==> src/rtl/core/sbsp_pkg.sv <==
package sbsp_pkg;

  localparam int MASK_BITS_DEF  = 256;
  localparam int FIFO_DEPTH_DEF = 4;
  localparam int CFG_ADDR_W     = 3;
  localparam int CFG_DATA_W     = 64;
  localparam int MASK_WORD_W    = 64;
  localparam int MASK_SPAN      = 256;

  typedef enum logic [CFG_ADDR_W-1:0] {
    REG_WIDE  = 3'd0,
    REG_CHAN  = 3'd1,
    REG_TEXT  = 3'd2,
    REG_MASK0 = 3'd3,
    REG_MASK1 = 3'd4,
    REG_MASK2 = 3'd5,
    REG_MASK3 = 3'd6
  } reg_idx_e;

  localparam logic       WIDE_RST = 1'b1;
  localparam logic [4:0] CHAN_RST = 5'd2;
  localparam logic       TEXT_RST = 1'b0;
  // byte lane of the top frame position for the reset layout
  localparam logic [4:0] LANE_RST = WIDE_RST ? 5'(2 * CHAN_RST - 1) : 5'(CHAN_RST - 1);

  localparam logic [7:0] CHAR_ZERO = 8'h30;
  localparam logic [7:0] CHAR_ONE  = 8'h31;

  typedef struct packed {
    logic [7:0] data;
    logic [2:0] pad;
    logic       last;
  } entry_t;

  typedef struct packed {
    logic full;
    logic empty;
  } fifo_stat_t;

endpackage

==> src/rtl/core/sbsp_fifo.sv <==
module sbsp_fifo import sbsp_pkg::*; #(
  parameter int DEPTH = FIFO_DEPTH_DEF
) (
  input  logic       clk_i,
  input  logic       rst_ni,
  input  logic       push_i,
  input  entry_t     entry_i,
  input  logic       pop_i,
  output entry_t     entry_o,
  output fifo_stat_t stat_o
);

  localparam int AW = (DEPTH > 1) ? $clog2(DEPTH) : 1;
  localparam int CW = $clog2(DEPTH + 1);

  entry_t          mem_q [DEPTH];
  logic [AW-1:0]   wr_ptr_q, wr_ptr_d;
  logic [AW-1:0]   rd_ptr_q, rd_ptr_d;
  logic [CW-1:0]   count_q, count_d;
  logic            do_push, do_pop;

  assign stat_o.full  = (count_q == CW'(DEPTH));
  assign stat_o.empty = (count_q == '0);
  assign do_push      = push_i && !stat_o.full;
  assign do_pop       = pop_i && !stat_o.empty;
  assign entry_o      = mem_q[rd_ptr_q];

  always_comb begin
    wr_ptr_d = wr_ptr_q;
    rd_ptr_d = rd_ptr_q;
    count_d  = count_q;
    if (do_push) begin
      wr_ptr_d = (wr_ptr_q == AW'(DEPTH - 1)) ? '0 : wr_ptr_q + AW'(1);
    end
    if (do_pop) begin
      rd_ptr_d = (rd_ptr_q == AW'(DEPTH - 1)) ? '0 : rd_ptr_q + AW'(1);
    end
    if (do_push && !do_pop) begin
      count_d = count_q + CW'(1);
    end else if (do_pop && !do_push) begin
      count_d = count_q - CW'(1);
    end
  end

  always_ff @(posedge clk_i or negedge rst_ni) begin
    if (!rst_ni) begin
      wr_ptr_q <= '0;
      rd_ptr_q <= '0;
      count_q  <= '0;
    end else begin
      wr_ptr_q <= wr_ptr_d;
      rd_ptr_q <= rd_ptr_d;
      count_q  <= count_d;
    end
  end

  always_ff @(posedge clk_i) begin
    if (do_push) begin
      mem_q[wr_ptr_q] <= entry_i;
    end
  end

endmodule

==> src/rtl/core/sbsp_front.sv <==
module sbsp_front import sbsp_pkg::*; #(
  parameter int MASK_BITS = MASK_BITS_DEF
) (
  input  logic                  clk_i,
  input  logic                  rst_ni,
  input  logic                  cfg_we_i,
  input  logic [CFG_ADDR_W-1:0] cfg_addr_i,
  input  logic [CFG_DATA_W-1:0] cfg_wdata_i,
  input  logic                  in_valid_i,
  output logic                  in_ready_o,
  input  logic                  in_cmd_i,
  input  logic [15:0]           in_sample_i,
  input  fifo_stat_t            fifo_stat_i,
  output logic                  push_o,
  output entry_t                push_entry_o,
  output logic                  text_mode_o
);

  typedef struct packed {
    logic       emit;
    logic [7:0] data;
    logic [6:0] acc;
    logic [2:0] cnt;
  } chunk_t;

  // shift the selected bits of one byte into the packer, top bit first
  function automatic chunk_t pack_chunk(logic [6:0] acc, logic [2:0] cnt,
                                        logic [7:0] d, logic [7:0] m);
    logic [14:0] tmp;
    logic [3:0]  c;
    chunk_t      r;
    tmp = {8'h00, acc};
    c   = {1'b0, cnt};
    for (int b = 7; b >= 0; b--) begin
      if (m[b]) begin
        tmp = {tmp[13:0], d[b]};
        c   = c + 4'd1;
      end
    end
    r.emit = c[3];
    r.data = 8'(tmp >> c[2:0]);
    r.acc  = tmp[6:0] & ~(7'h7F << c[2:0]);
    r.cnt  = c[2:0];
    return r;
  endfunction

  logic                 wide_q, wide_d;
  logic [4:0]           chan_q, chan_d;
  logic                 text_q, text_d;
  logic [MASK_BITS-1:0] mask_q, mask_d;
  logic [6:0]           acc_q, acc_d;
  logic [2:0]           cnt_q, cnt_d;
  logic [4:0]           lane_q, lane_d;
  logic                 lo_pend_q, lo_pend_d;
  logic [7:0]           lo_data_q, lo_data_d;
  logic [7:0]           lo_mask_q, lo_mask_d;

  logic [MASK_SPAN-1:0] mask_ext;
  logic [4:0]           ch_eff;
  logic [4:0]           reload;
  logic [4:0]           lane_next;
  logic [7:0]           mask_hi, mask_lo;
  logic                 accept, lo_step;
  logic [3:0]           lo_sum;
  chunk_t               ck;

  for (genvar j = 0; j < MASK_SPAN; j++) begin : g_mask
    if (j < MASK_BITS) begin : g_in
      assign mask_ext[j] = mask_q[j];
    end else begin : g_out
      assign mask_ext[j] = 1'b0;
    end
  end

  assign mask_hi = mask_ext[{lane_q, 3'b000} +: 8];
  assign mask_lo = mask_ext[{lane_q[4:1], 4'b0000} +: 8];

  assign in_ready_o  = !lo_pend_q && !fifo_stat_i.full;
  assign accept      = in_valid_i && in_ready_o;
  assign lo_step     = lo_pend_q && !fifo_stat_i.full;
  assign text_mode_o = text_q;

  // frame layout after this cycle's configuration write
  always_comb begin
    if (chan_d == 5'd0) begin
      ch_eff = 5'd1;
    end else if (chan_d > 5'd16) begin
      ch_eff = 5'd16;
    end else begin
      ch_eff = chan_d;
    end
    reload    = wide_d ? 5'({1'b0, ch_eff, 1'b0} - 7'd1) : ch_eff - 5'd1;
    lane_next = (lane_q == 5'd0) ? reload : lane_q - 5'd1;
  end

  always_comb begin
    wide_d = wide_q;
    chan_d = chan_q;
    text_d = text_q;
    mask_d = mask_q;
    if (cfg_we_i) begin
      case (cfg_addr_i)
        REG_WIDE: wide_d = cfg_wdata_i[0];
        REG_CHAN: chan_d = cfg_wdata_i[4:0];
        REG_TEXT: text_d = cfg_wdata_i[0];
        default: ;
      endcase
      for (int j = 0; j < MASK_BITS; j++) begin
        if (cfg_addr_i == CFG_ADDR_W'(int'(REG_MASK0) + j / MASK_WORD_W)) begin
          mask_d[j] = cfg_wdata_i[j % MASK_WORD_W];
        end
      end
    end
  end

  always_comb begin
    acc_d        = acc_q;
    cnt_d        = cnt_q;
    lane_d       = lane_q;
    lo_pend_d    = lo_pend_q;
    lo_data_d    = lo_data_q;
    lo_mask_d    = lo_mask_q;
    push_o       = 1'b0;
    push_entry_o = '0;
    ck           = pack_chunk(acc_q, cnt_q,
                              lo_pend_q ? lo_data_q
                                        : (wide_q ? in_sample_i[15:8] : in_sample_i[7:0]),
                              lo_pend_q ? lo_mask_q : mask_hi);
    lo_sum       = {1'b0, ck.cnt} + 4'($countones(mask_lo));

    if (lo_step) begin
      push_o            = ck.emit;
      push_entry_o.data = ck.data;
      push_entry_o.last = 1'b1;
      acc_d             = ck.acc;
      cnt_d             = ck.cnt;
      lane_d            = lane_next;
      lo_pend_d         = 1'b0;
    end else if (accept && in_cmd_i) begin
      // flush: pad the partial byte at the low end
      push_o            = (cnt_q != 3'd0);
      push_entry_o.data = 8'({1'b0, acc_q} << (3'd0 - cnt_q));
      push_entry_o.pad  = 3'd0 - cnt_q;
      push_entry_o.last = 1'b1;
      acc_d             = '0;
      cnt_d             = '0;
      lane_d            = reload;
    end else if (accept) begin
      push_o            = ck.emit;
      push_entry_o.data = ck.data;
      // the low half completes another byte only if it gathers enough bits
      push_entry_o.last = !(wide_q && lo_sum[3]);
      acc_d             = ck.acc;
      cnt_d             = ck.cnt;
      lane_d            = lane_next;
      lo_pend_d         = wide_q;
      lo_data_d         = in_sample_i[7:0];
      lo_mask_d         = mask_lo;
    end

    if (cfg_we_i && (cfg_addr_i == REG_WIDE || cfg_addr_i == REG_CHAN)) begin
      lane_d = reload;
    end
  end

  always_ff @(posedge clk_i or negedge rst_ni) begin
    if (!rst_ni) begin
      wide_q    <= WIDE_RST;
      chan_q    <= CHAN_RST;
      text_q    <= TEXT_RST;
      mask_q    <= '0;
      acc_q     <= '0;
      cnt_q     <= '0;
      lane_q    <= LANE_RST;
      lo_pend_q <= 1'b0;
    end else begin
      wide_q    <= wide_d;
      chan_q    <= chan_d;
      text_q    <= text_d;
      mask_q    <= mask_d;
      acc_q     <= acc_d;
      cnt_q     <= cnt_d;
      lane_q    <= lane_d;
      lo_pend_q <= lo_pend_d;
    end
  end

  always_ff @(posedge clk_i) begin
    lo_data_q <= lo_data_d;
    lo_mask_q <= lo_mask_d;
  end

endmodule

==> src/rtl/core/sbsp_back.sv <==
module sbsp_back import sbsp_pkg::*; (
  input  logic       clk_i,
  input  logic       rst_ni,
  input  fifo_stat_t fifo_stat_i,
  input  entry_t     fifo_entry_i,
  output logic       pop_o,
  input  logic       text_mode_i,
  input  logic       out_ready_i,
  output logic       out_valid_o,
  output logic [7:0] out_byte_o,
  output logic [2:0] out_pad_o,
  output logic       out_last_o
);

  logic       vld_q, vld_d;
  entry_t     ent_q, ent_d;
  logic [2:0] idx_q, idx_d;
  logic       beat, final_beat;

  assign beat       = vld_q && out_ready_i;
  assign final_beat = !text_mode_i || (idx_q == 3'd7);
  assign pop_o      = !fifo_stat_i.empty && (!vld_q || (beat && final_beat));

  always_comb begin
    vld_d = vld_q;
    ent_d = ent_q;
    idx_d = idx_q;
    if (pop_o) begin
      vld_d = 1'b1;
      ent_d = fifo_entry_i;
      idx_d = '0;
    end else if (beat) begin
      if (final_beat) begin
        vld_d = 1'b0;
      end else begin
        idx_d = idx_q + 3'd1;
      end
    end
  end

  always_ff @(posedge clk_i or negedge rst_ni) begin
    if (!rst_ni) begin
      vld_q <= 1'b0;
      idx_q <= '0;
    end else begin
      vld_q <= vld_d;
      idx_q <= idx_d;
    end
  end

  always_ff @(posedge clk_i) begin
    ent_q <= ent_d;
  end

  // text mode walks the byte top bit first, one character a beat
  assign out_valid_o = vld_q;
  assign out_byte_o  = text_mode_i ? (ent_q.data[3'd7 - idx_q] ? CHAR_ONE : CHAR_ZERO)
                                   : ent_q.data;
  assign out_pad_o   = ent_q.pad;
  assign out_last_o  = ent_q.last && final_beat;

endmodule

==> src/rtl/core/sample_bit_select_packer_core.sv <==
// An accepted sample is packed, queued and then loaded into the output register; when
// only the low byte of a 16-bit sample completes a byte, it comes from a second pass
// (one packing pass per sample byte) that holds off the next sample. Raw bytes leave at
// one a cycle while the output is ready, text mode at eight characters a byte, set by the
// output register; a four-entry queue between packer and output absorbs the bursts.
// Reset: asynchronous active low; clears packer, queue and output, loads default config.
module sample_bit_select_packer_core import sbsp_pkg::*; #(
  parameter int MASK_BITS  = MASK_BITS_DEF,
  parameter int FIFO_DEPTH = FIFO_DEPTH_DEF
) (
  input  logic                  clk_i,
  input  logic                  rst_ni,
  input  logic                  cfg_we_i,
  input  logic [CFG_ADDR_W-1:0] cfg_addr_i,
  input  logic [CFG_DATA_W-1:0] cfg_wdata_i,
  input  logic                  s_axis_tvalid_i,
  output logic                  s_axis_tready_o,
  input  logic [15:0]           s_axis_tdata_i,  // [15:0] sample
  input  logic                  s_axis_tuser_i,  // [0] cmd
  output logic                  m_axis_tvalid_o,
  input  logic                  m_axis_tready_i,
  output logic [7:0]            m_axis_tdata_o,  // [7:0] out_byte
  output logic [2:0]            m_axis_tuser_o,  // [2:0] pad_count
  output logic                  m_axis_tlast_o
);

  logic       push, pop, text_mode;
  entry_t     push_entry, head_entry;
  fifo_stat_t fifo_stat;

  sbsp_front #(
    .MASK_BITS(MASK_BITS)
  ) u_front (
    .clk_i       (clk_i),
    .rst_ni      (rst_ni),
    .cfg_we_i    (cfg_we_i),
    .cfg_addr_i  (cfg_addr_i),
    .cfg_wdata_i (cfg_wdata_i),
    .in_valid_i  (s_axis_tvalid_i),
    .in_ready_o  (s_axis_tready_o),
    .in_cmd_i    (s_axis_tuser_i),
    .in_sample_i (s_axis_tdata_i),
    .fifo_stat_i (fifo_stat),
    .push_o      (push),
    .push_entry_o(push_entry),
    .text_mode_o (text_mode)
  );

  sbsp_fifo #(
    .DEPTH(FIFO_DEPTH)
  ) u_fifo (
    .clk_i  (clk_i),
    .rst_ni (rst_ni),
    .push_i (push),
    .entry_i(push_entry),
    .pop_i  (pop),
    .entry_o(head_entry),
    .stat_o (fifo_stat)
  );

  sbsp_back u_back (
    .clk_i       (clk_i),
    .rst_ni      (rst_ni),
    .fifo_stat_i (fifo_stat),
    .fifo_entry_i(head_entry),
    .pop_o       (pop),
    .text_mode_i (text_mode),
    .out_ready_i (m_axis_tready_i),
    .out_valid_o (m_axis_tvalid_o),
    .out_byte_o  (m_axis_tdata_o),
    .out_pad_o   (m_axis_tuser_o),
    .out_last_o  (m_axis_tlast_o)
  );

endmodule

==> config.mk <==
export PLATFORM = sky130hd
export DESIGN_NAME = sample_bit_select_packer_core
export DESIGN_NICKNAME = d
export VERILOG_FILES = /design/src/rtl/core/sbsp_pkg.sv /design/src/rtl/core/sbsp_fifo.sv /design/src/rtl/core/sbsp_front.sv /design/src/rtl/core/sbsp_back.sv /design/src/rtl/core/sample_bit_select_packer_core.sv
export SDC_FILE = /design/constraint.sdc
export NUM_CORES = 1
export LEC_CHECK = 0
export ABC_AREA = 0
export BUFFER_PORTS_ARGS = -buffer_cell sky130_fd_sc_hd__buf_2
export CORE_UTILIZATION = 45
export CTS_BUF_LIST = sky130_fd_sc_hd__clkbuf_4 sky130_fd_sc_hd__clkbuf_8
export CTS_CLUSTER_DIAMETER = 120
export DETAILED_ROUTE_END_ITERATION = 10
export MAX_ROUTING_LAYER = met4
export RECOVER_POWER = 25
export SYNTH_ARGS = -nofsm -noshare
export SYNTH_HDL_FRONTEND = slang
export SYNTH_SLANG_ARGS = --single-unit
==> constraint.sdc <==
create_clock -name clk_i -period 7.8 [get_ports clk_i]
set_input_delay 1.56 -clock clk_i [delete_from_list [all_inputs] [get_ports clk_i]]
set_output_delay 1.56 -clock clk_i [all_outputs]
set_load 0.02 [all_outputs]
---- Yosys cells after proc, flatten, opt, wreduce, memory -nomap -nowiden ----
Memory sizes are Yosys's and may differ from the RTL's. A register that Yosys moved wholly into a read port is not among the register bits.
Cells that the tools add are included.
W data, S select, Z words.
storage, ports and cells
  latch bits .............................. 0
  register bits after elaboration ......... 306
  RAM bits ................................ 48
  output and inout port bits .............. 14
  bits of input ports ..................... 89
  memories ................................ 1
  ROM bits ................................ 0
memories
  memory        depth  width  read ports  clocked after memory_dff  wr ports  line             source
  u_fifo.mem_q  4      12     1           1                         1         sbsp_fifo.sv:16  entry_t mem_q [DEPTH];
cells by class
  divide/modulo/power cells ............... 0
  add/subtract/negate cells ............... 26
  magnitude comparators ................... 2
  bitwise logic cells ..................... 4
  $mul .................................... 0
  muxes and demuxes ....................... 67
  equality and inequality tests ........... 12
  reduce and logical (&&, ||, !) cells .... 45
  shift-type cells ........................ 5
operators with widths
  cell                   number
  $shiftx A256 B9 Y8     2
  $mux W8                8
  $mux W5                10
  $mux W4                8
  $mux W3                10
  $add A4 B1 Y4 const B  7
  $mux W7                3
  $mux W1                18
  $reduce_and A2 Y1      8
  $eq A3 B3 Y1 const B   5
  $mux W15               1
  $shr A15 B3 Y8         1
  $sub A5 B1 Y5 const B  3
  $logic_and A1 B1 Y1    14
  $mux W14               1
  $mux W13               1
  $add A4 B4 Y4          3
  $mux W12               1
  $mux W11               1
  $logic_not A5 Y1       2
  $mux W10               1
  $mux W9                1
  $add A1 B1 Y2          4
  $logic_not A1 Y1       8
  27 further kinds       40

---- Depth between registers and ports, before layout ----
  word-level depth ........................ 25
  gate-level depth with buffers ........... 36

---- Cells and area by module ----
From an unflattened synthesis, not the netlist that was laid out.
unflattened totals
  cell total of the unflattened synthesis .. 1666
  area, all modules ....................... 20553.5 sq um
modules (own cells, without submodules)
  module      cells each  area an instance (sq um)  instances  seq. area each (sq um)
  sbsp_front  1517        17650.7                   1          7467.2
  sbsp_fifo   100         2175.8                    1          1616.6
  sbsp_back   49          726.9                     1          460.4

---- Worst setup path before layout ----
Ideal clock, no wire load.
  kind .................................... flip-flop to flip-flop
  start ................................... register u_front.lane_q[1]
  end ..................................... memory u_fifo.mem_q[0][0] (netlist name) (data pin)
  setup slack ............................. 0.182 ns
  clock period less this slack ............ 7.618 ns
  arrival ................................. 7.301 ns
  stages on the path, launching flop included .. 35
  setup time .............................. 0.316 ns
  required time ........................... 7.484 ns
  cell sequence ........................... dfstp_2 -> buf_6 -> mux4_2 -> a22o_1 -> a211oi_2 -> nor3_4 -> xnor2_2 -> inv_1 -> ha_1 -> nor3_1 -> a31oi_1 -> ha_1 -> nand2_1 -> nand2b_1 -> ha_1 -> inv_1 -> a21oi_1 -> ha_1 -> mux2_2 -> ha_1 -> nand2_1 -> nand3_1 -> ha_1 -> nor2_1 -> a41oi_1 -> ha_1 -> mux2i_2 -> xnor2_1 -> ha_1 -> xnor2_1 -> a22o_1 -> a21o_1 -> a21oi_1 -> xnor2_1 -> a41oi_1
RTL lines
  what                      line               source
  start: declaration        sbsp_front.sv:53   logic [4:0] lane_q, lane_d;
  start signal: assignment  sbsp_front.sv:183  lane_q <= lane_d;
  end: declaration          sbsp_fifo.sv:16

==> flow_metrics.env <==
export IMPL_slowest_stage="dfstp_4"
export IMPL_grt_max_degree=132
export IMPL_ys_seq_area_frac=0.457
export IMPL_start_util=0.458
export IMPL_drive_above_1_share=0.361
export IMPL_syn_avg_cell_area_sq_um=12.1
export IMPL_finalSetupTns_ps=0
export IMPL_dp_hpwl_mm=39.6
export IMPL_cpPeakStageDelay_ps=680
export IMPL_grt_pass1_vias=14900
export IMPL_post_route_period_util=0.953
export IMPL_clockRootBuffer="clkbuf_8"
export IMPL_cp_arrival_ps=7760
export IMPL_ys_ff_latch=366
export IMPL_syn_nets=1854
export IMPL_hold_buffers=0
export IMPL_synthCells=1732
export IMPL_fp_coreArea_sq_mm=0.0456
export IMPL_die_area_sq_mm=0.0473
export IMPL_met2_usage=0.391
export IMPL_htreeDepth=3
export IMPL_place_congestion=0.951
export IMPL_grt_met3_usage=0.0403
export IMPL_slew_headroom=-2.31
export IMPL_clkTransAtPathRegs_ps=60
export IMPL_grt_pass1_wl_mm=88.3
export IMPL_slew_violations=109
export IMPL_clock_path_buffers=3
export IMPL_yosysMostFrequentCell="mux2_2"
export IMPL_die_x_um=217
export IMPL_yosysTopAreaCell="dfrtp_1"
export IMPL_wl_per_cell_um=22.8
export IMPL_grt_antenna_before_repair=1
export IMPL_critPathMostFrequentCell="ha_1"
export IMPL_instances_no_fill=2495
export IMPL_hp_class="flop to flop"
export IMPL_rsz0062_at_grt="false"
export IMPL_max_cap_violations=2
export IMPL_critPathCaptureType="flop"
export IMPL_wl_mm=56.9
export IMPL_area_delta_synth_final_pct=12.8
export IMPL_crit_required_ps=8120
export IMPL_fin_crit_ps=7430
export IMPL_yosysWarningCount=0
export IMPL_setup_viol=0
export IMPL_yosys_top_cells_count="mux2_2 (305), dfrtp_1 (286), nand2_1 (110)"
export IMPL_vias_per_cell=6.04
export IMPL_num_rows=78
export IMPL_crit_path_start_kind="flop"
export IMPL_synth_edf_count=76
export IMPL_ant_nets=0
export IMPL_failed_checks="max-capacitance violations, max-slew violations"
export IMPL_path_max_fanout=14
export IMPL_port_buffer_count=102
export IMPL_fmax_ghz=0.135
export IMPL_use_met1=0.332
export IMPL_fin_ws_ps=366
export IMPL_ioPinCount=103
export IMPL_clk_latency_ps=650
export IMPL_cts_sinks=366
export IMPL_cts_tree="done"
export IMPL_dp_cells=2375
export IMPL_drc_errors=0
export IMPL_worst_slew_pin_slew_ps=4970
export IMPL_grt_usage=0.251
export IMPL_vias=15100
export IMPL_fill_cells=3972
export IMPL_syn_area_sq_mm=0.0209
export IMPL_yosysTopAreaCellShare=0.343
export IMPL_die_h_um=217
export IMPL_numCtsBuffers=68
export IMPL_crit_type="flop to flop"
export IMPL_pre_cts_slack_ps=50.1
export IMPL_drtIter0Drc=1179
export IMPL_grt_overflow=0
export IMPL_synth_cell_type_count=97
export IMPL_synth_top_flop_cell="dfrtp_1"
export IMPL_status="finished with violations"
export IMPL_first_pass_iters=7
export IMPL_clock_skew_ps=30.4
export IMPL_synth_area_leaders="dfrtp_1 (34%), mux2_2 (16%), edfxtp_1 (11%), mux4_2 (6.5%), mux2i_1 (3.5%)"
export IMPL_top_usage_layer="met2"
export IMPL_hold_violations=0
export IMPL_ys_async_sr_fraction=0.792
export IMPL_nNetsFinal=1969
==> sequential cells by signal, indices dropped and copies added, names as in the netlist, 5 cells and up <==
register and count:
u_front.lo_mask_q 8, u_back.ent_q 9, u_front.chan_q 5, u_front.lane_q 5, u_front.lo_data_q 8, u_front.acc_q 7, u_fifo.mem_q 48, u_front.mask_ext 256
==> final timing paths <==
| check | start | to | slack (ps) | cells after the start |
|---|---|---|---|---|
| min in group asynchronous | rst_ni | u_front.mask_ext[103] | 2730 | 1 |
| setup / recovery | u_front.lane_q[1] | u_fifo.mem_q[1][0] | 370 | 31 |
| max in group asynchronous | rst_ni | u_front.lane_q[2] | 1610 | 1 |
| hold reg to reg | u_front.mask_ext[45] | u_front.mask_ext[45] | 500 | 1 |
| setup reg to reg | u_front.lane_q[1] | u_fifo.mem_q[1][0] | 370 | 31 |
| hold / removal | u_front.mask_ext[45] | u_front.mask_ext[45] | 500 | 1 |
==> placed cells by master, fill, tap and decap left out, types with 8 or more instances in the layout <==
cell	instances
nor3_1	26
o2111ai_1	8
o21ai_0	63
a31oi_1	11
and2_1	17
clkbuf_4	29
ha_1	29
buf_4	57
inv_1	39
nand2b_1	12
buf_2	92
mux4_2	60
o31ai_1	8
nor2_1	90
clkbuf_1	14
clkbuf_8	78
xnor2_1	20
nand2_1	110
mux2_2	304
a32oi_1	8
a221oi_1	12
mux2i_1	74
a221o_1	10
edfxtp_1	76
dfrtp_1	285
nand4_1	11
a21oi_1	56
a22o_1	12
nand3_1	34
o211ai_1	24
and3_1	8
nor2b_1	14
a211oi_1	16
o221ai_1	11
a22oi_1	15
==> metal layers <==
metal  wire length (um)  part of all wire  vias up
met2              27300              0.48      507
met4               1630             0.029        0
met1              24900              0.44     7644
li1                   -                 -     6800
met3               3120             0.055      113
met5                  0                 0        -
==> repair_timing <==
action | in CTS | in global routing
endpoints found under the setup margin | 4 | 62
pin swaps | 0 | 4
gates resized for setup | 1 | 6
setup buffers | 0 | 2
==> area by class of cell <==
cell class	count	area (sq um)	area share
Tap cell	600	751	0.0319
Clock inverter	10	173	0.00733
Clock buffer	107	1290	0.0548
Multi-Input combinational cell	1204	10700	0.453
Timing Repair Buffer	165	972	0.0413
Sequential cell	366	9550	0.405
Antenna cell	1	2.50	0.000106
Inverter	42	158	0.00669
==> worst max-delay path, delay by kind of cell, from the launching register on <==
family	cells	cell delay [ps]
mux	3	990
flops	1	680
simple gates	7	720
buf+inv	3	470
compound gates	7	1500
fa+ha+maj	7	1980
xor+xnor	4	740
==> kinds of logic after synthesis <==
family | Yosys count | share of synthesized area
compound gates | 331 | 0.116
xor+xnor | 37 | 0.0214
fa+ha+maj | 33 | 0.0212
buf+inv | 162 | 0.0343
flops | 366 | 0.457
mux | 444 | 0.267
simple gates | 359 | 0.0831
==> stage by stage <==
step	instance area, sq um	hold WS [ps]	utilization
final	23600	500	0.517
after global routing	23600	509	0.517
after CTS	23600	499	0.517
after detailed placement	22100	487	0.485
after global placement	22100	482	0.485
after floorplan	20900	463	-
Power is left out: the tool's default activity adds up to more than one toggle a clock period on the data nets, which glitch-free logic cannot reach.
